===== config.mk =====
export PLATFORM = sky130hd
export DESIGN_NAME = mriu_dim
export DESIGN_NICKNAME = d
export VERILOG_FILES = /design/src/rtl/mriu_pkg.sv /design/src/rtl/mriu_div_step.sv /design/src/rtl/mriu_dim.sv
export SDC_FILE = /design/constraint.sdc
export NUM_CORES = 2
export LEC_CHECK = 0
export BUFFER_PORTS_ARGS = -buffer_cell sky130_fd_sc_hd__buf_2
export CAP_MARGIN = 40
export CELL_PAD_IN_SITES_DETAIL_PLACEMENT = 1
export CELL_PAD_IN_SITES_GLOBAL_PLACEMENT = 1
export CORE_MARGIN = 10
export CORE_UTILIZATION = 45
export DETAILED_ROUTE_END_ITERATION = 10
export PLACE_DENSITY_LB_ADDON = 0.1
export SETUP_SLACK_MARGIN = 0.05
export SYNTH_ARGS = -nofsm -noshare
export SYNTH_HDL_FRONTEND = slang
export SYNTH_SLANG_ARGS = --single-unit

===== constraint.sdc =====
create_clock -name clk -period 15.6 [get_ports clk]
set_input_delay 0.78 -clock clk [delete_from_list [all_inputs] [get_ports clk]]
set_output_delay 0.78 -clock clk [all_outputs]
set_load 0.02 [all_outputs]

===== src/rtl/mriu_pkg.sv =====
// ----------------------------------------------------------------------------
// mriu_pkg
// Shared constants and types for the linear index unflatten unit.
// ----------------------------------------------------------------------------
`default_nettype none

package mriu_pkg;

  localparam int NUM_DIMS       = 6;
  localparam int RANK_BITS      = 3;
  localparam int REG_IDX_BITS   = 3;
  localparam int DEF_MAX_RANK   = 6;
  localparam int DEF_INDEX_BITS = 48;
  localparam int DEF_DIM_BITS   = 16;
  // quotient bits resolved per pipeline stage
  localparam int BITS_PER_STAGE = 4;

  localparam logic [REG_IDX_BITS-1:0] REG_RANK       = 3'd0;
  localparam logic [REG_IDX_BITS-1:0] REG_DIM_SIZE_0 = 3'd1;
  localparam logic [REG_IDX_BITS-1:0] REG_DIM_SIZE_5 = 3'd6;

  typedef struct packed {
    logic valid;
    logic err;
  } pipe_ctrl_t;

endpackage

`default_nettype wire


===== src/rtl/mriu_div_step.sv =====
// ----------------------------------------------------------------------------
// mriu_div_step
// One register stage of a restoring divider: resolves NB quotient bits.
// ----------------------------------------------------------------------------
`default_nettype none

module mriu_div_step #(
  parameter int IB    = 48,
  parameter int DB    = 16,
  parameter int ND    = 6,
  parameter int NB    = 4,
  parameter int DIM   = 0,
  parameter bit FIRST = 1'b0,
  parameter bit LAST  = 1'b0
) (
  input  wire                           clk,
  input  wire                           rst,
  input  wire                           en,
  input  wire mriu_pkg::pipe_ctrl_t     ctrl_in,
  input  wire  [IB-1:0]                 quo_in,
  input  wire  [DB-1:0]                 rem_in,
  input  wire  [ND-1:0][DB-1:0]         coords_in,
  input  wire  [DB-1:0]                 divisor,
  output mriu_pkg::pipe_ctrl_t          ctrl_out,
  output logic [IB-1:0]                 quo_out,
  output logic [DB-1:0]                 rem_out,
  output logic [ND-1:0][DB-1:0]         coords_out
);
  import mriu_pkg::*;

  logic [IB-1:0]         quo_next;
  logic [DB-1:0]         rem_next;
  logic [ND-1:0][DB-1:0] coords_next;

  always_comb begin
    logic [DB:0] t;
    logic [DB-1:0] r;
    logic [IB-1:0] q;
    r = FIRST ? '0 : rem_in;
    q = quo_in;
    for (int i = 0; i < NB; i++) begin
      t = {r, q[IB-1]};
      q = {q[IB-2:0], 1'b0};
      if (t >= {1'b0, divisor}) begin
        t = t - {1'b0, divisor};
        q[0] = 1'b1;
      end
      r = t[DB-1:0];
    end
    quo_next = q;
    rem_next = r;
    coords_next = coords_in;
    // remainder after the last bit is this dimension's coordinate
    if (LAST) coords_next[DIM] = r;
  end

  always_ff @(posedge clk) begin
    if (rst) begin
      ctrl_out <= '0;
    end else if (en) begin
      ctrl_out <= ctrl_in;
    end
  end

  always_ff @(posedge clk) begin
    if (en) begin
      quo_out    <= quo_next;
      rem_out    <= rem_next;
      coords_out <= coords_next;
    end
  end

endmodule

`default_nettype wire


===== src/rtl/mriu_dim.sv =====
// ----------------------------------------------------------------------------
// mriu_dim
// Divider chain for one dimension: quotient on, remainder into its coordinate.
// ----------------------------------------------------------------------------
`default_nettype none

module mriu_dim #(
  parameter int IB  = 48,
  parameter int DB  = 16,
  parameter int ND  = 6,
  parameter int DIM = 0
) (
  input  wire                       clk,
  input  wire                       rst,
  input  wire                       en,
  input  wire mriu_pkg::pipe_ctrl_t ctrl_in,
  input  wire  [IB-1:0]             quo_in,
  input  wire  [ND-1:0][DB-1:0]     coords_in,
  input  wire  [DB-1:0]             divisor,
  output mriu_pkg::pipe_ctrl_t      ctrl_out,
  output logic [IB-1:0]             quo_out,
  output logic [ND-1:0][DB-1:0]     coords_out
);
  import mriu_pkg::*;

  localparam int NS = (IB + BITS_PER_STAGE - 1) / BITS_PER_STAGE;

  pipe_ctrl_t            ctrl   [NS+1];
  logic [IB-1:0]         quo    [NS+1];
  logic [DB-1:0]         rem    [NS+1];
  logic [ND-1:0][DB-1:0] coords [NS+1];

  assign ctrl[0]   = ctrl_in;
  assign quo[0]    = quo_in;
  assign rem[0]    = '0;
  assign coords[0] = coords_in;

  for (genvar s = 0; s < NS; s++) begin : g_step
    localparam int LEFT = IB - s * BITS_PER_STAGE;
    localparam int NB   = (LEFT < BITS_PER_STAGE) ? LEFT : BITS_PER_STAGE;
    mriu_div_step #(
      .IB(IB), .DB(DB), .ND(ND), .NB(NB), .DIM(DIM),
      .FIRST(s == 0), .LAST(s == NS - 1)
    ) u_step (
      .clk       (clk),
      .rst       (rst),
      .en        (en),
      .ctrl_in   (ctrl[s]),
      .quo_in    (quo[s]),
      .rem_in    (rem[s]),
      .coords_in (coords[s]),
      .divisor   (divisor),
      .ctrl_out  (ctrl[s+1]),
      .quo_out   (quo[s+1]),
      .rem_out   (rem[s+1]),
      .coords_out(coords[s+1])
    );
  end

  assign ctrl_out   = ctrl[NS];
  assign quo_out    = quo[NS];
  assign coords_out = coords[NS];

endmodule

`default_nettype wire


==> results.json <==
{
  "ios": 311,
  "grt_pass1_wl_um": 367000,
  "grt_max_degree": 167,
  "final_common_cell": "edfxtp_1",
  "synth.top_cell.area_share": 0.540,
  "r2r-end": "g_step[9].u_step.rem_out[7]$_DFFE_PP_",
  "viasPerCell": 5.58,
  "routabilityCongestion": 0.856,
  "avgSynthCellArea_um2": 12.4,
  "synth-seq-area-share": 0.545,
  "yosys.area.top_type": "edfxtp_1",
  "fmax_mhz": 76.9,
  "skew_ns": 0.0662,
  "synth_area_leaders": "edfxtp_1 54%, ha_1 9.8%, mux2_2 3.4%, xnor2_1 3.2%, a21oi_1 2.5%",
  "slowest_delay_ns": 0.64,
  "row_count": 169,
  "maxSlewViolCount": 0,
  "cts_max_level": 4,
  "place_area_um2": 101000,
  "worst-endpoint-required_ns": 16.15,
  "whs_endpoint": "g_step[0].u_step.coords_out[37]$_DFFE_PP_",
  "syn-instance-count": 7725,
  "startpoint_type": "input port",
  "hold_viol_final": 0,
  "rsz0062_at_grt": "no",
  "num_vias": 61930,
  "ant_nets": 0,
  "multiInputGateArea_um2": 41000,
  "cp_slowest_cell": "o21ai_4",
  "tightest_slew_ns": 0.936,
  "post-route-min-period_ns": 13.01,
  "hold_buffers": 0,
  "layout_worst_path_cycle_share": 0.834,
  "worst_slack_ns": 2.59,
  "worst_ep_arrival_time_ns": 13.56,
  "grt_antenna_before_repair": 5,
  "hold_start": "coords_in[37]",
  "final-seq-area_um2": 52400,
  "cp-end-kind": "flop",
  "drtIter0Drc": 3239,
  "clock_latency_ns": 0.82,
  "synth_area_um2": 96100,
  "drive_gt1_frac": 0.137,
  "critPathKind": "in2reg",
  "nets": 9097,
  "clock-sinks": 1752,
  "setup_viol": 0,
  "synth_seq_cells": 1752,
  "worst-path-max-fanout": 28,
  "clkSlewWorstSetupHoldPaths_ns": 0.06,
  "totalWireLength_um": 235000,
  "hold_depth": 1,
  "start_util": 0.452,
  "maxCapViolations": 0,
  "cts_tree": "built",
  "synthDistinctLibCells": 119,
  "dp_hpwl_um": 173000,
  "synth_warnings": 0,
  "synth-edff-count": 1728,
  "cts-buffers-inserted": 183,
  "core_area_um2": 212000,
  "cts_resized": 0,
  "run_status": "completed",
  "reg2reg_slack_ns": 2.86,
  "post_cts_buffers": 0,
  "cts_root_buffer": "clkbuf_16",
  "numPortBuffers": 294,
  "die_area_um2": 232000,
  "hold_ws_ns": 0.113,
  "post-route-drc-count": 0,
  "cts_buffer_depth": 3,
  "slew_headroom": 0.368,
  "nFillCells": 21871,
  "rr_worst_depth": 48,
  "r2r-start": "g_step[8].u_step.rem_out[0]$_DFFE_PP_",
  "crit_top_cell": "o21ai_0",
  "grt_pass1_vias": 64915,
  "tns_ns": 0,
  "die_height_um": 482,
  "wire_per_inst_um": 21.1,
  "final_cell_mix": "1728 x edfxtp_1, 754 x ha_1, 489 x a21oi_1, 463 x nor2_1, 416 x nand2_1",
  "die_w_um": 482,
  "drt_first_pass_iters": 6,
  "synth_nets": 8691,
  "synth_ff_type": "edfxtp_1",
  "fin_area_um2": 107000,
  "grt_usage": 0.197,
  "place_ws_ns": 1.85,
  "overflow": 0,
  "synthToLayoutAreaGrowth_pct": 11.6,
  "synthArstFlopShare": 0,
  "hp-class": "in2reg"
}
[registers in the layout, indices dropped and copies added (netlist names)]
| name | count |
|---|---|
| g_step.u_step.coords_out | 976 |
| g_step.u_step.quo_out | 576 |
| g_step.u_step.ctrl_out | 24 |
| g_step.u_step.rem_out | 176 |
[routing by layer]
layer  up-vias  global-route usage  part of all wire
li1      30146                   -                 -
met1     30573               0.266              0.46
met2       871               0.332              0.48
met3       338              0.0286             0.034
met4         2              0.0562             0.027
met5         -                   0          0.000030
[kinds of logic after synthesis]
| logic type | count (synthesis) | share of synthesized area |
|---|---|---|
| adder cells (fa/ha/maj) | 801 | 0.108 |
| AND/OR/NAND/NOR | 1730 | 0.0885 |
| XOR/XNOR | 508 | 0.0463 |
| multiplexers | 470 | 0.0545 |
| flip-flops | 1752 | 0.545 |
| buffers and inverters | 585 | 0.0279 |
| AO/OA/AOI/OAI | 1879 | 0.130 |
[Yosys cell counts (all sizes together), types with 33 or more instances]
cell	n
edfxtp	1728
ha	754
a21oi	490
nor2	463
nand2	418
o21ai	415
inv	384
mux2	360
xnor2	352
a21o	210
xor2	156
nor3	142
buf	134
o21a	127
nand4	121
nor2b	116
mux2i	110
nand3	108
nand2b	87
o21bai	78
a211oi	77
clkbuf	65
o31ai	65
a21boi	53
and3	53
fa	47
o211ai	45
or3	44
or2	37
nor4	35
and2	33
o31a	33
[critical path: cells and delay by family]
kind,cells,cell delay (ns)
AO/OA/AOI/OAI,26,6.99
buffers and inverters,7,1.92
AND/OR/NAND/NOR,8,1.70
adder cells (fa/ha/maj),4,1.29
multiplexers,2,0.81
[worst max path at each step]
stage	start	to	slack, ns	cells after the start
3_3_place_gp	divisor[6]	g_step[9].u_step.rem_out[5]$_DFFE_PP_	2.01	48
5_1_grt	g_step[8].u_step.rem_out[0]$_DFFE_PP_	g_step[9].u_step.rem_out[7]$_DFFE_PP_	1.53	48
4_1_cts	divisor[6]	g_step[9].u_step.rem_out[5]$_DFFE_PP_	2.70	48
3_5_place_dp	divisor[6]	g_step[9].u_step.rem_out[5]$_DFFE_PP_	1.85	48
6_report	divisor[10]	g_step[11].u_step.coords_out[2]$_DFFE_PP_	2.59	47
2_1_floorplan	divisor[1]	g_step[9].u_step.rem_out[10]$_DFFE_PP_	1.92	48
[stage by stage]
step,utilization,cells
after floorplan,-,7725
after global placement,0.475,10751
after detailed placement,0.476,10766
after CTS,0.505,11101
after global routing,0.505,11103
final,0.505,11103
[cell type report]
type                       count  area share
clock buffer                 219      0.0447
multi-input combinational   5388       0.383
clock inverter               116      0.0127
tap                         2821      0.0329
antenna                        1   0.0000233
timing repair buffer         420      0.0251
inverter                     386      0.0137
sequential                  1752       0.488
Power is not shown: default switching activity piles up to over one toggle a cycle in this logic, so the estimate is an artifact.
